$ cat src/sv/jbt_pkg.sv
// jbt_pkg: types, codes and helper functions shared by the JSON byte tokenizer.
// No dependencies; imported by jbt_lexer, jbt_result_fifo and json_byte_tokenizer_unit.
`default_nettype none

package jbt_pkg;

  // Sizing
  localparam int MAX_STRING_LEN = 4095;
  localparam int MAX_DIGITS     = 18;
  localparam int STR_LEN_W      = $clog2(MAX_STRING_LEN + 1);
  localparam int DIGIT_CNT_W    = $clog2(MAX_DIGITS + 1);
  localparam int DIGITS_W       = 60;
  localparam int EXP_W          = 7;
  localparam int TOKEN_CNT_W    = 16;
  localparam int FIFO_DEPTH     = 4;
  localparam int FIFO_PTR_W     = $clog2(FIFO_DEPTH);
  localparam int FIFO_CNT_W     = $clog2(FIFO_DEPTH + 1);

  localparam logic [TOKEN_CNT_W-1:0] TOKEN_LIMIT_RST = {TOKEN_CNT_W{1'b1}};
  localparam logic signed [EXP_W-1:0] EXP_MAX = 7'sd63;

  // Token kinds
  localparam logic [3:0] KIND_OBJ_OPEN  = 4'd0;
  localparam logic [3:0] KIND_OBJ_CLOSE = 4'd1;
  localparam logic [3:0] KIND_ARR_OPEN  = 4'd2;
  localparam logic [3:0] KIND_ARR_CLOSE = 4'd3;
  localparam logic [3:0] KIND_COLON     = 4'd4;
  localparam logic [3:0] KIND_COMMA     = 4'd5;
  localparam logic [3:0] KIND_STR_BYTE  = 4'd6;
  localparam logic [3:0] KIND_STR_END   = 4'd7;
  localparam logic [3:0] KIND_BOOL      = 4'd8;
  localparam logic [3:0] KIND_NULL      = 4'd9;
  localparam logic [3:0] KIND_NUMBER    = 4'd10;

  // Characters
  localparam logic [7:0] CH_LBRACE    = 8'h7B;
  localparam logic [7:0] CH_RBRACE    = 8'h7D;
  localparam logic [7:0] CH_LBRACKET  = 8'h5B;
  localparam logic [7:0] CH_RBRACKET  = 8'h5D;
  localparam logic [7:0] CH_COLON     = 8'h3A;
  localparam logic [7:0] CH_COMMA     = 8'h2C;
  localparam logic [7:0] CH_QUOTE     = 8'h22;
  localparam logic [7:0] CH_BACKSLASH = 8'h5C;
  localparam logic [7:0] CH_MINUS     = 8'h2D;
  localparam logic [7:0] CH_POINT     = 8'h2E;
  localparam logic [7:0] CH_NEWLINE   = 8'h0A;
  localparam logic [7:0] CH_ZERO      = 8'h30;
  localparam logic [7:0] CH_NINE      = 8'h39;
  localparam logic [7:0] CH_LOW_T     = 8'h74;
  localparam logic [7:0] CH_LOW_F     = 8'h66;
  localparam logic [7:0] CH_LOW_N     = 8'h6E;
  localparam logic [7:0] CH_LOW_R     = 8'h72;
  localparam logic [7:0] CH_LOW_U     = 8'h75;
  localparam logic [7:0] CH_LOW_E     = 8'h65;
  localparam logic [7:0] CH_LOW_A     = 8'h61;
  localparam logic [7:0] CH_LOW_L     = 8'h6C;
  localparam logic [7:0] CH_LOW_S     = 8'h73;

  // Literal selectors
  localparam logic [1:0] LIT_TRUE  = 2'd0;
  localparam logic [1:0] LIT_FALSE = 2'd1;
  localparam logic [1:0] LIT_NULL  = 2'd2;

  typedef enum logic [1:0] {
    MODE_IDLE,
    MODE_STRING,
    MODE_LITERAL,
    MODE_NUMBER
  } lex_mode_t;

  // One result transaction
  typedef struct packed {
    logic [3:0]              token_kind;
    logic [7:0]              string_char;
    logic                    bool_value;
    logic                    is_negative;
    logic [DIGITS_W-1:0]     digits_value;
    logic signed [EXP_W-1:0] decimal_exponent;
    logic                    run_last;
  } res_t;

  // Up to two results produced by one input byte
  typedef struct packed {
    logic [1:0] count;
    res_t       first;
    res_t       second;
  } res_pair_t;

  function automatic res_t make_res(input logic [3:0] kind, input logic [7:0] ch,
                                    input logic b, input logic neg,
                                    input logic [DIGITS_W-1:0] digits,
                                    input logic signed [EXP_W-1:0] expo);
    res_t r;
    r.token_kind       = kind;
    r.string_char      = ch;
    r.bool_value       = b;
    r.is_negative      = neg;
    r.digits_value     = digits;
    r.decimal_exponent = expo;
    r.run_last         = 1'b0;
    return r;
  endfunction

  // Append a result; a full pair drops further ones
  function automatic res_pair_t push_res(input res_pair_t pair, input res_t r);
    res_pair_t p;
    p = pair;
    case (pair.count)
      2'd0: begin
        p.first = r;
        p.count = 2'd1;
      end
      2'd1: begin
        p.second = r;
        p.count  = 2'd2;
      end
      default: p = pair;
    endcase
    return p;
  endfunction

endpackage

`default_nettype wire

$ cat src/sv/jbt_lexer.sv
// jbt_lexer: lexer state registers and the one-byte step that yields up to two results.
// Depends on jbt_pkg.
`default_nettype none

module jbt_lexer
  import jbt_pkg::*;
(
  input  wire logic                   clk,
  input  wire logic                   rst_n,
  input  wire logic                   cfg_wr_en,
  input  wire logic [TOKEN_CNT_W-1:0] cfg_wr_data,
  input  wire logic                   in_fire,
  input  wire logic [7:0]             text_byte,
  input  wire logic                   doc_end,
  output res_pair_t                   push
);

  localparam logic [STR_LEN_W-1:0]   STR_LIMIT   = STR_LEN_W'(MAX_STRING_LEN);
  localparam logic [DIGIT_CNT_W-1:0] DIGIT_LIMIT = DIGIT_CNT_W'(MAX_DIGITS);

  lex_mode_t                   mode_r,        mode_nxt;
  logic [1:0]                  lit_which_r,   lit_which_nxt;
  logic [1:0]                  lit_pos_r,     lit_pos_nxt;
  logic                        lit_miss_r,    lit_miss_nxt;
  logic                        prev_bs_r,     prev_bs_nxt;
  logic [STR_LEN_W-1:0]        str_len_r,     str_len_nxt;
  logic [DIGITS_W-1:0]         digits_r,      digits_nxt;
  logic signed [EXP_W-1:0]     exp_r,         exp_nxt;
  logic                        sign_r,        sign_nxt;
  logic [1:0]                  point_cnt_r,   point_cnt_nxt;
  logic [DIGIT_CNT_W-1:0]      digit_cnt_r,   digit_cnt_nxt;
  logic [TOKEN_CNT_W-1:0]      tokens_r,      tokens_nxt;
  logic [TOKEN_CNT_W-1:0]      token_limit_r;

  res_pair_t   pair;
  logic        do_dispatch;
  logic        do_add;
  logic        struct_hit;
  logic [3:0]  struct_kind;
  logic [2:0]  lit_pos_inc;
  logic [3:0]  digit_val;

  function automatic logic is_digit(input logic [7:0] c);
    return (c >= CH_ZERO) && (c <= CH_NINE);
  endfunction

  // Expected byte of a literal after its first letter
  function automatic logic [7:0] lit_char(input logic [1:0] which, input logic [1:0] pos);
    logic [7:0] ch;
    ch = 8'h00;
    case (which)
      LIT_TRUE: begin
        case (pos)
          2'd0:    ch = CH_LOW_R;
          2'd1:    ch = CH_LOW_U;
          2'd2:    ch = CH_LOW_E;
          default: ch = 8'h00;
        endcase
      end
      LIT_FALSE: begin
        case (pos)
          2'd0:    ch = CH_LOW_A;
          2'd1:    ch = CH_LOW_L;
          2'd2:    ch = CH_LOW_S;
          default: ch = CH_LOW_E;
        endcase
      end
      default: begin
        case (pos)
          2'd0:    ch = CH_LOW_U;
          2'd1:    ch = CH_LOW_L;
          2'd2:    ch = CH_LOW_L;
          default: ch = 8'h00;
        endcase
      end
    endcase
    return ch;
  endfunction

  function automatic logic [2:0] lit_len(input logic [1:0] which);
    logic [2:0] n;
    case (which)
      LIT_FALSE: n = 3'd4;
      default:   n = 3'd3;
    endcase
    return n;
  endfunction

  // Step one byte: mode handling, idle dispatch, digit accumulation, flush
  always_comb begin
    mode_nxt      = mode_r;
    lit_which_nxt = lit_which_r;
    lit_pos_nxt   = lit_pos_r;
    lit_miss_nxt  = lit_miss_r;
    prev_bs_nxt   = prev_bs_r;
    str_len_nxt   = str_len_r;
    digits_nxt    = digits_r;
    exp_nxt       = exp_r;
    sign_nxt      = sign_r;
    point_cnt_nxt = point_cnt_r;
    digit_cnt_nxt = digit_cnt_r;
    tokens_nxt    = tokens_r;
    pair          = '0;
    do_dispatch   = 1'b0;
    do_add        = 1'b0;
    struct_hit    = 1'b0;
    struct_kind   = KIND_OBJ_OPEN;
    lit_pos_inc   = {1'b0, lit_pos_r} + 3'd1;
    digit_val     = text_byte[3:0];

    case (mode_r)
      MODE_STRING: begin
        if (text_byte == CH_QUOTE && !prev_bs_r) begin
          pair     = push_res(pair, make_res(KIND_STR_END, 8'h00, 1'b0, 1'b0, '0, '0));
          mode_nxt = MODE_IDLE;
        end else begin
          pair        = push_res(pair, make_res(KIND_STR_BYTE, text_byte, 1'b0, 1'b0,
                                                '0, '0));
          prev_bs_nxt = (text_byte == CH_BACKSLASH);
          str_len_nxt = str_len_r + 1'b1;
          // close at the length limit
          if (str_len_nxt >= STR_LIMIT) begin
            pair     = push_res(pair, make_res(KIND_STR_END, 8'h00, 1'b0, 1'b0, '0, '0));
            mode_nxt = MODE_IDLE;
          end
        end
      end
      MODE_LITERAL: begin
        if (text_byte == CH_NEWLINE) begin
          mode_nxt = MODE_IDLE;
        end else begin
          lit_miss_nxt = lit_miss_r | (text_byte != lit_char(lit_which_r, lit_pos_r));
          lit_pos_nxt  = lit_pos_inc[1:0];
          if (lit_pos_inc >= lit_len(lit_which_r)) begin
            mode_nxt = MODE_IDLE;
            if (!lit_miss_nxt) begin
              if (lit_which_r == LIT_NULL) begin
                pair = push_res(pair, make_res(KIND_NULL, 8'h00, 1'b0, 1'b0, '0, '0));
              end else begin
                pair = push_res(pair, make_res(KIND_BOOL, 8'h00,
                                               (lit_which_r == LIT_TRUE), 1'b0, '0, '0));
              end
              tokens_nxt = tokens_nxt + 1'b1;
            end
          end
        end
      end
      MODE_NUMBER: begin
        if (is_digit(text_byte) || text_byte == CH_POINT) begin
          do_add = 1'b1;
        end else begin
          // emit the number, then treat this byte as in idle
          pair        = push_res(pair, make_res(KIND_NUMBER, 8'h00, 1'b0, sign_r,
                                                digits_r, exp_r));
          tokens_nxt  = tokens_nxt + 1'b1;
          mode_nxt    = MODE_IDLE;
          do_dispatch = 1'b1;
        end
      end
      default: begin
        do_dispatch = 1'b1;
      end
    endcase

    // Idle dispatch, gated by the token limit
    if (do_dispatch && (tokens_nxt < token_limit_r)) begin
      case (text_byte)
        CH_LBRACE: begin
          struct_hit  = 1'b1;
          struct_kind = KIND_OBJ_OPEN;
        end
        CH_RBRACE: begin
          struct_hit  = 1'b1;
          struct_kind = KIND_OBJ_CLOSE;
        end
        CH_LBRACKET: begin
          struct_hit  = 1'b1;
          struct_kind = KIND_ARR_OPEN;
        end
        CH_RBRACKET: begin
          struct_hit  = 1'b1;
          struct_kind = KIND_ARR_CLOSE;
        end
        CH_COLON: begin
          struct_hit  = 1'b1;
          struct_kind = KIND_COLON;
        end
        CH_COMMA: begin
          struct_hit  = 1'b1;
          struct_kind = KIND_COMMA;
        end
        CH_QUOTE: begin
          mode_nxt    = MODE_STRING;
          str_len_nxt = '0;
          prev_bs_nxt = 1'b0;
          tokens_nxt  = tokens_nxt + 1'b1;
        end
        CH_LOW_T, CH_LOW_F, CH_LOW_N: begin
          mode_nxt      = MODE_LITERAL;
          lit_which_nxt = (text_byte == CH_LOW_T) ? LIT_TRUE :
                          (text_byte == CH_LOW_F) ? LIT_FALSE : LIT_NULL;
          lit_pos_nxt   = 2'd0;
          lit_miss_nxt  = 1'b0;
        end
        default: begin
          if (is_digit(text_byte) || text_byte == CH_MINUS) begin
            mode_nxt      = MODE_NUMBER;
            sign_nxt      = (text_byte == CH_MINUS);
            digits_nxt    = '0;
            exp_nxt       = '0;
            point_cnt_nxt = 2'd0;
            digit_cnt_nxt = '0;
            do_add        = (text_byte != CH_MINUS);
          end
        end
      endcase
      if (struct_hit) begin
        pair       = push_res(pair, make_res(struct_kind, 8'h00, 1'b0, 1'b0, '0, '0));
        tokens_nxt = tokens_nxt + 1'b1;
      end
    end

    // Accumulate a digit or point into the number
    if (do_add) begin
      if (text_byte == CH_POINT) begin
        if (point_cnt_nxt < 2'd2) begin
          point_cnt_nxt = point_cnt_nxt + 1'b1;
        end
      end else if (point_cnt_nxt == 2'd0) begin
        if (!(digit_cnt_nxt == '0 && digit_val == 4'd0)) begin
          if (digit_cnt_nxt < DIGIT_LIMIT) begin
            digits_nxt    = {digits_nxt[DIGITS_W-4:0], 3'b000}
                          + {digits_nxt[DIGITS_W-2:0], 1'b0}
                          + DIGITS_W'(digit_val);
            digit_cnt_nxt = digit_cnt_nxt + 1'b1;
          end else if (exp_nxt < EXP_MAX) begin
            exp_nxt = exp_nxt + 7'sd1;
          end
        end
      end else if (point_cnt_nxt == 2'd1) begin
        if (digit_cnt_nxt < DIGIT_LIMIT) begin
          digits_nxt    = {digits_nxt[DIGITS_W-4:0], 3'b000}
                        + {digits_nxt[DIGITS_W-2:0], 1'b0}
                        + DIGITS_W'(digit_val);
          digit_cnt_nxt = digit_cnt_nxt + 1'b1;
          exp_nxt       = exp_nxt - 7'sd1;
        end
      end
    end

    // Document end: flush an open token and clear
    if (doc_end) begin
      if (mode_nxt == MODE_NUMBER) begin
        pair = push_res(pair, make_res(KIND_NUMBER, 8'h00, 1'b0, sign_nxt,
                                       digits_nxt, exp_nxt));
      end else if (mode_nxt == MODE_STRING) begin
        pair = push_res(pair, make_res(KIND_STR_END, 8'h00, 1'b0, 1'b0, '0, '0));
      end
      mode_nxt      = MODE_IDLE;
      lit_which_nxt = 2'd0;
      lit_pos_nxt   = 2'd0;
      lit_miss_nxt  = 1'b0;
      prev_bs_nxt   = 1'b0;
      str_len_nxt   = '0;
      digits_nxt    = '0;
      exp_nxt       = '0;
      sign_nxt      = 1'b0;
      point_cnt_nxt = 2'd0;
      digit_cnt_nxt = '0;
      tokens_nxt    = '0;
    end

    // Mark the last result of this byte
    if (pair.count == 2'd2) begin
      pair.second.run_last = 1'b1;
    end else if (pair.count == 2'd1) begin
      pair.first.run_last = 1'b1;
    end
  end

  // Hand results to the queue only for an accepted transaction
  always_comb begin
    push       = pair;
    push.count = in_fire ? pair.count : 2'd0;
  end

  // State and configuration registers
  always_ff @(posedge clk) begin
    if (!rst_n) begin
      token_limit_r <= TOKEN_LIMIT_RST;
      mode_r        <= MODE_IDLE;
      lit_which_r   <= 2'd0;
      lit_pos_r     <= 2'd0;
      lit_miss_r    <= 1'b0;
      prev_bs_r     <= 1'b0;
      str_len_r     <= '0;
      digits_r      <= '0;
      exp_r         <= '0;
      sign_r        <= 1'b0;
      point_cnt_r   <= 2'd0;
      digit_cnt_r   <= '0;
      tokens_r      <= '0;
    end else begin
      if (cfg_wr_en) begin
        token_limit_r <= cfg_wr_data;
      end
      if (in_fire) begin
        mode_r      <= mode_nxt;
        lit_which_r <= lit_which_nxt;
        lit_pos_r   <= lit_pos_nxt;
        lit_miss_r  <= lit_miss_nxt;
        prev_bs_r   <= prev_bs_nxt;
        str_len_r   <= str_len_nxt;
        digits_r    <= digits_nxt;
        exp_r       <= exp_nxt;
        sign_r      <= sign_nxt;
        point_cnt_r <= point_cnt_nxt;
        digit_cnt_r <= digit_cnt_nxt;
        tokens_r    <= tokens_nxt;
      end
    end
  end

endmodule

`default_nettype wire

$ cat src/sv/jbt_result_fifo.sv
// jbt_result_fifo: small result queue taking up to two results per cycle, one out.
// Depends on jbt_pkg.
`default_nettype none

module jbt_result_fifo
  import jbt_pkg::*;
(
  input  wire logic      clk,
  input  wire logic      rst_n,
  input  wire res_pair_t push,
  input  wire logic      out_ready,
  output logic           out_valid,
  output res_t           head,
  output logic           room_for_pair
);

  res_t                  slot_r [FIFO_DEPTH];
  logic [FIFO_PTR_W-1:0] wr_ptr_r, wr_ptr_nxt;
  logic [FIFO_PTR_W-1:0] rd_ptr_r, rd_ptr_nxt;
  logic [FIFO_CNT_W-1:0] count_r,  count_nxt;
  logic [FIFO_PTR_W-1:0] wr_ptr_second;
  logic                  pop;

  assign out_valid     = (count_r != '0);
  assign head          = slot_r[rd_ptr_r];
  assign room_for_pair = (count_r <= FIFO_CNT_W'(FIFO_DEPTH - 2));
  assign pop           = out_valid && out_ready;
  assign wr_ptr_second = wr_ptr_r + 1'b1;

  // Advance pointers and occupancy
  always_comb begin
    wr_ptr_nxt = wr_ptr_r + FIFO_PTR_W'(push.count);
    rd_ptr_nxt = pop ? rd_ptr_r + 1'b1 : rd_ptr_r;
    count_nxt  = count_r + FIFO_CNT_W'(push.count) - FIFO_CNT_W'(pop);
  end

  always_ff @(posedge clk) begin
    if (!rst_n) begin
      wr_ptr_r <= '0;
      rd_ptr_r <= '0;
      count_r  <= '0;
    end else begin
      wr_ptr_r <= wr_ptr_nxt;
      rd_ptr_r <= rd_ptr_nxt;
      count_r  <= count_nxt;
    end
  end

  // Store incoming results
  always_ff @(posedge clk) begin
    if (push.count != 2'd0) begin
      slot_r[wr_ptr_r] <= push.first;
    end
    if (push.count == 2'd2) begin
      slot_r[wr_ptr_second] <= push.second;
    end
  end

endmodule

`default_nettype wire

$ cat src/sv/json_byte_tokenizer_unit.sv
// json_byte_tokenizer_unit: top level of the byte-serial JSON tokenizer.
// Depends on jbt_pkg, jbt_lexer and jbt_result_fifo.
//
//   channel | ports                          | handshake
//   --------+--------------------------------+-----------------------------
//   input   | in_text_byte, in_doc_end       | in_valid / in_ready
//   result  | out_token_kind .. out_run_last | out_valid / out_ready
//   config  | cfg_wr_data (token_limit)      | cfg_wr_en, no wait
//
// One byte is accepted per cycle; its 0, 1 or 2 tokens are registered into a
// four-entry result queue and leave one per cycle while out_ready is high.
// in_ready stays high while the queue has room for two tokens; only a
// sustained run of two-token bytes or a stalled consumer lowers it.
// Synchronous active-low reset clears the lexer state and the queue and sets
// token_limit to 65535; no clearing pass follows.
`default_nettype none

module json_byte_tokenizer_unit
  import jbt_pkg::*;
(
  input  wire logic                   clk,
  input  wire logic                   rst_n,
  input  wire logic                   cfg_wr_en,
  input  wire logic [TOKEN_CNT_W-1:0] cfg_wr_data,
  input  wire logic                   in_valid,
  output logic                        in_ready,
  input  wire logic [7:0]             in_text_byte,
  input  wire logic                   in_doc_end,
  output logic                        out_valid,
  input  wire logic                   out_ready,
  output logic [3:0]                  out_token_kind,
  output logic [7:0]                  out_string_char,
  output logic                        out_bool_value,
  output logic                        out_is_negative,
  output logic [DIGITS_W-1:0]         out_digits_value,
  output logic signed [EXP_W-1:0]     out_decimal_exponent,
  output logic                        out_run_last
);

  res_pair_t push;
  res_t      head;
  logic      room_for_pair;
  logic      in_fire;

  // Accept a transaction while the queue can absorb a full pair
  assign in_ready = room_for_pair;
  assign in_fire  = in_valid && room_for_pair;

  jbt_lexer u_lexer (
    .clk         (clk),
    .rst_n       (rst_n),
    .cfg_wr_en   (cfg_wr_en),
    .cfg_wr_data (cfg_wr_data),
    .in_fire     (in_fire),
    .text_byte   (in_text_byte),
    .doc_end     (in_doc_end),
    .push        (push)
  );

  jbt_result_fifo u_result_fifo (
    .clk           (clk),
    .rst_n         (rst_n),
    .push          (push),
    .out_ready     (out_ready),
    .out_valid     (out_valid),
    .head          (head),
    .room_for_pair (room_for_pair)
  );

  // Drive result fields from the queue head
  assign out_token_kind       = head.token_kind;
  assign out_string_char      = head.string_char;
  assign out_bool_value       = head.bool_value;
  assign out_is_negative      = head.is_negative;
  assign out_digits_value     = head.digits_value;
  assign out_decimal_exponent = head.decimal_exponent;
  assign out_run_last         = head.run_last;

endmodule

`default_nettype wire
$ cat config.mk
export PLATFORM = sky130hd
export DESIGN_NAME = json_byte_tokenizer_unit
export DESIGN_NICKNAME = d
export VERILOG_FILES = /design/src/sv/jbt_pkg.sv /design/src/sv/jbt_lexer.sv /design/src/sv/jbt_result_fifo.sv /design/src/sv/json_byte_tokenizer_unit.sv
export SDC_FILE = /design/constraint.sdc
export NUM_CORES = 1
export LEC_CHECK = 0
export ABC_CLOCK_PERIOD_IN_PS = 9730
export CORE_ASPECT_RATIO = 0.9
export CORE_UTILIZATION = 50
export CTS_BUF_LIST = sky130_fd_sc_hd__clkbuf_4 sky130_fd_sc_hd__clkbuf_8 sky130_fd_sc_hd__clkbuf_16
export DETAILED_ROUTE_END_ITERATION = 16
export DONT_BUFFER_PORTS = 1
export PLACE_DENSITY = 0.74
export SYNTH_ARGS = -nofsm -noshare
export SYNTH_HDL_FRONTEND = slang
export SYNTH_SLANG_ARGS = --single-unit
$ cat constraint.sdc
create_clock -name clk -period 9.73 [get_ports clk]
set_input_delay 1.4595 -clock clk [delete_from_list [all_inputs] [get_ports clk]]
set_output_delay 1.4595 -clock clk [all_outputs]
set_load 0.05 [all_outputs]
==> results.md <==
- The run finished with clean final reports.
- The maximum net fanout on the critical path is 30.
- Dividing total power by cell area gives a power density of 156 nW/um2.
- The starting density of the core is 51.1%.
- The count of buffers added on input and output ports is 0.
- Cells with a size suffix above 1 make up 11.8% of the layout.
- The post-synthesis to final-layout area growth is 10.2%.
- The detailed-route DRC error count is 0.
- Yosys mapped the design onto 92 distinct sky130hd cell types.
- The starting DRC count in detailed routing is 3535.
- Summing the areas of all and, or, nand and nor instances in the mapped netlist gives 14.0% of the synthesized area.
- The worst endpoint required time is about 10 ns.
- By area the synthesized netlist is led by sky130_fd_sc_hd__edfxtp_1, sky130_fd_sc_hd__dfxtp_1, sky130_fd_sc_hd__ha_1.
- Synthesis handed over a netlist of 2895 instances.
- The total clock sinks is approximately 460.
- The per-cell routed wire length is 26.4 um.
- The via count of the routed design is 25.5k.
- After synthesis, the largest area contributor takes up 30.5% of total cell area.
- The share of synthesized cell area in full adder, half adder and majority cells is 7.23%.
- The largest single stage delay on the critical path is 0.66 ns.
- The smallest clock period supported by the final layout is computed as 9.12 ns.
- The total count of hold-check failures in the final report is 0.
- Sequential elements use between 40% and 50% of the synthesized area.
- The via density per instance is just under 7.
- The global-route wire length before repair is 145000 um.
- The complex-gate fraction of the synthesized area is 22.7%.
- The number of buffers between clock root and the deepest sink is 3.
- The cell area that synthesis handed to floorplanning was 28700 um2.
- The tool flagged a number of max-cap violations equal to 0.
- The total clock buffers created by CTS is 51.
- After clock tree synthesis, the clock-pin slew on the worst setup and hold paths is 0.06 ns.
- The count of synthesis-stage warnings from yosys is 0.
- In the final design database the tool counted 3056 nets.
- After routing the design area is 31600 um2.
- For the worst-skew pair, the clock arrives at the later sink with an insertion delay of 0.63 ns.
- The highest-delay cell along the critical path is sky130_fd_sc_hd__or4_1.
- Among all flip-flop cells after synthesis, the most frequent one is sky130_fd_sc_hd__edfxtp_1.
- The overall fraction of global-route tracks in use is between 30% and 40%.
- The initial antenna violation count is 0.
- The placed instances occupy a cell area of 29900 um2.
- The core area is 56200 um2.
- The multiplexer share of the synthesized area is 6.90%.
- The number of iterations in the first detailed-routing pass is 6.
- After synthesis, the largest family of logic cells by area is compound AO/OA/AOI/OAI gates.
- The standard-cell row count is 82.
- The number of global-route vias before repair is approximately 24k.
- Internal power comes to between 3000 and 4000 uW.
- By startpoint and endpoint, the worst setup path is classified as reg -> reg.
- The post-CTS setup buffer count is 0.
- The largest voltage drop on the vdd net is 0.136 mV.
- The sequential group share of total power is 43.9%.
- The die outline area is 58400 um2.
- The number of antenna-violating nets in the routed design is 0.
- The slew of the pin with the lowest slew margin is 1.22 ns.
- The congestion estimate from routability-driven global placement came to 1.00.
- The level count of the clock H-tree is 2.
- The mean area per synthesized cell is 9.91 um2.
- The repair_antennas step left the layout with diodes totalling 0.
- The analysis attributes to net switching a power of 1420 uW.
- The setup violation total in the final timing report is 0.
- The pin count of the biggest net entering global routing is 94.
- After Yosys synthesis, XOR and XNOR cells account for 2.65% of the synthesized area.
- The startpoint type of the worst setup path is a flop.
- Counting instances, the worst hold path has a depth of 2.
- The worst endpoint data arrival time is 9.46 ns.
- The length in cells of the worst reg-to-reg path is 34.
- The total overflow left after global routing is 0.
- After routing, the total negative slack on setup checks comes to 0 ns.
- Counting flops with a built-in enable in the synthesized netlist gives between 200 and 300.
- The chip width is 255 um.
- The period utilization is a little over nine tenths.
- For this design, the CTS-stage hold fixing added 0 buffers.
- Setup repair after global routing left no endpoint under its margin.
- The cell leakage power is 0.0110 uW.
- Combinational logic is responsible for 14.7% of the overall power.
- Based on the critical path, the design can be clocked at up to 110 MHz.
- The number of nets produced by synthesis is 3089.
- The floorplan step set the die height to 229 um.
- The worst hold path belongs to the class reg -> reg.
- TritonCTS built the clock tree.
- The number of max-slew violations in the final report was 0.
- The cell that appears most often on the critical path is sky130_fd_sc_hd__ha_1.
- The type of destination of the critical path is a flop.
- After detailed routing, the total wire length is between 90000 and 100000 um.
- The root buffer cell is sky130_fd_sc_hd__clkbuf_16.
- Gates resized during post-CTS repair numbered 0.
- The part of the power in the clock network is between 40% and 50%.
- The half-perimeter wire length of the detailed placement result is 65600 um.
- The final clock skew is 0.0450 ns.
- In this run, synthesis produced a sequential element count of 464.
- The tightest slew margin relative to the limit is between 15 and 20%.
- For this design the top-level I/O count stands at between 100 and 150.
- Of the total power, the share spent switching nets is 28.9%.
- The layout has 4737 filler cells.
- The largest total area in the synthesized netlist belongs to sky130_fd_sc_hd__edfxtp_1.
- Of all flip-flops after synthesis, the portion carrying an async set or reset was 0%.
state kept, by name (all words and copies together), names as in the netlist, named ones only:
register and flops:
u_lexer.mode_r 2, u_lexer.lit_miss_r 1, u_lexer.lit_pos_r 2, u_lexer.str_len_r 12
u_lexer.tokens_r 16, u_lexer.digit_cnt_r 5, u_lexer.digits_r 60, u_lexer.point_cnt_r 2
u_result_fifo.wr_ptr_r 2, u_result_fifo.count_r 3, u_lexer.token_limit_r 16, u_lexer.exp_r 7
u_lexer.lit_which_r 2, u_result_fifo.slot_r 328, u_lexer.sign_r 1, u_lexer.prev_bs_r 1
u_result_fifo.rd_ptr_r 2
area by class of cell:
cell class                 count  area [um2]  share of cell area (%)
clock buffer                  65        1420                    4.50
clock inverter                29         345                    1.09
inverter                      84         319                    1.01
multi-input combinational   2150       15400                    48.8
sequential                   464       12200                    38.6
tap                          756         946                    2.99
timing repair buffer         111         958                    3.03
stage by stage:
step                      worst slack (ns)  power (uW)  utilization, %  hold WS, ns  instances
after detailed placement             0.109        2920            53.1        0.443       3565
after global placement               0.304        2920            53.1        0.428       3565
after global routing                 0.138        5040            56.3        0.477       3659
after floorplan                     0.0884        2780               -        0.420       2895
after CTS                            0.591        4930            56.3        0.456       3659
final                                0.606        4930            56.3        0.456       3659
power groups by stage:
| stage | Sequential [uW] | Combinational (uW) | Clock [uW] |
|---|---|---|---|
| floorplan | 2150 | 636 | 0 |
| global route | 2170 | 748 | 2120 |
| CTS | 2170 | 719 | 2050 |
| detailed placement | 2210 | 717 | 0 |
| finish | 2160 | 724 | 2040 |
| global placement | 2210 | 711 | 0 |
critical path: cells and delay by family, from the launching register on:
family / cells / cell delay, ns
and+or+nand+nor: 14 / 3.23
DFF: 1 / 0.39
buffers and inverters: 4 / 0.78
AOI/OAI and AO/OA: 12 / 3.00
adders and majority gates: 4 / 1.39
routing by layer:
| metal | share of wire [%] | up-vias | GRT usage, % | routed length [um] |
|---|---|---|---|---|
| li1 | - | 11061 | - | - |
| met1 | 40 | 12282 | 47.2 | 38900 |
| met2 | 42 | 1876 | 46.2 | 40300 |
| met3 | 15 | 238 | 9.22 | 14400 |
| met4 | 3.1 | 0 | 10.3 | 2950 |
| met5 | 0 | - | 0 | 0 |
path summary, 6_finish.rpt:
check,start,to,slack (ns)
worst max-delay path,u_lexer.lit_pos_r[0],u_result_fifo.slot_r[1][67],0.61
worst max register to register,u_lexer.lit_pos_r[0],u_result_fifo.slot_r[1][67],0.61
worst min-delay path,u_result_fifo.slot_r[0][72],u_result_fifo.slot_r[0][72],0.46
worst min register to register,u_result_fifo.slot_r[0][72],u_result_fifo.slot_r[0][72],0.46
cells in the final DEF, fill, tap and decap left out, types with 58 or more instances in the layout:
cell type                  instances
sky130_fd_sc_hd__mux4_2           82
sky130_fd_sc_hd__o22ai_1         151
sky130_fd_sc_hd__and2_1           81
sky130_fd_sc_hd__a21o_1           63
sky130_fd_sc_hd__a22oi_1          58
sky130_fd_sc_hd__buf_4           101
sky130_fd_sc_hd__nand2_1         371
sky130_fd_sc_hd__dfxtp_1         170
sky130_fd_sc_hd__a32o_1           67
sky130_fd_sc_hd__inv_1            81
sky130_fd_sc_hd__ha_1            161
sky130_fd_sc_hd__edfxtp_1        292
sky130_fd_sc_hd__nor2_1           88
sky130_fd_sc_hd__a21oi_1         110
sky130_fd_sc_hd__o21ai_0         267
cell usage after synthesis (all sizes together) (9+ instances only):
library cell and number:
a21oi 114, a22oi 58, nand2b 38, nor2 94, xnor2 53, and3 28
nor4 16, o21ai 301, o22ai 152, and4 9, o211ai 27, edfxtp 292
a31oi 21, nand4 35, mux2i 10, nor2b 13, o31ai 13, a21o 63
a32oi 17, dfxtp 172, and2 84, a211oi 10, mux4 82, clkbuf 120
xor2 34, nand2 374, o21bai 19, nor3 31, buf 77, a32o 67
or3 16, a22o 25, nand3 54, ha 161, o2bb2ai 12, inv 84
kinds of logic (layout without fill, tap and decap cells):
kind of cell    after synthesis  count (layout)
mux                          95              95
compound gates              977             977
xor+xnor                     87              87
fa+ha+maj                   164             164
simple gates                827             827
flops                       464             464
buf+inv                     281             289
No activity file was read; power rests on OpenSTA's default activity.
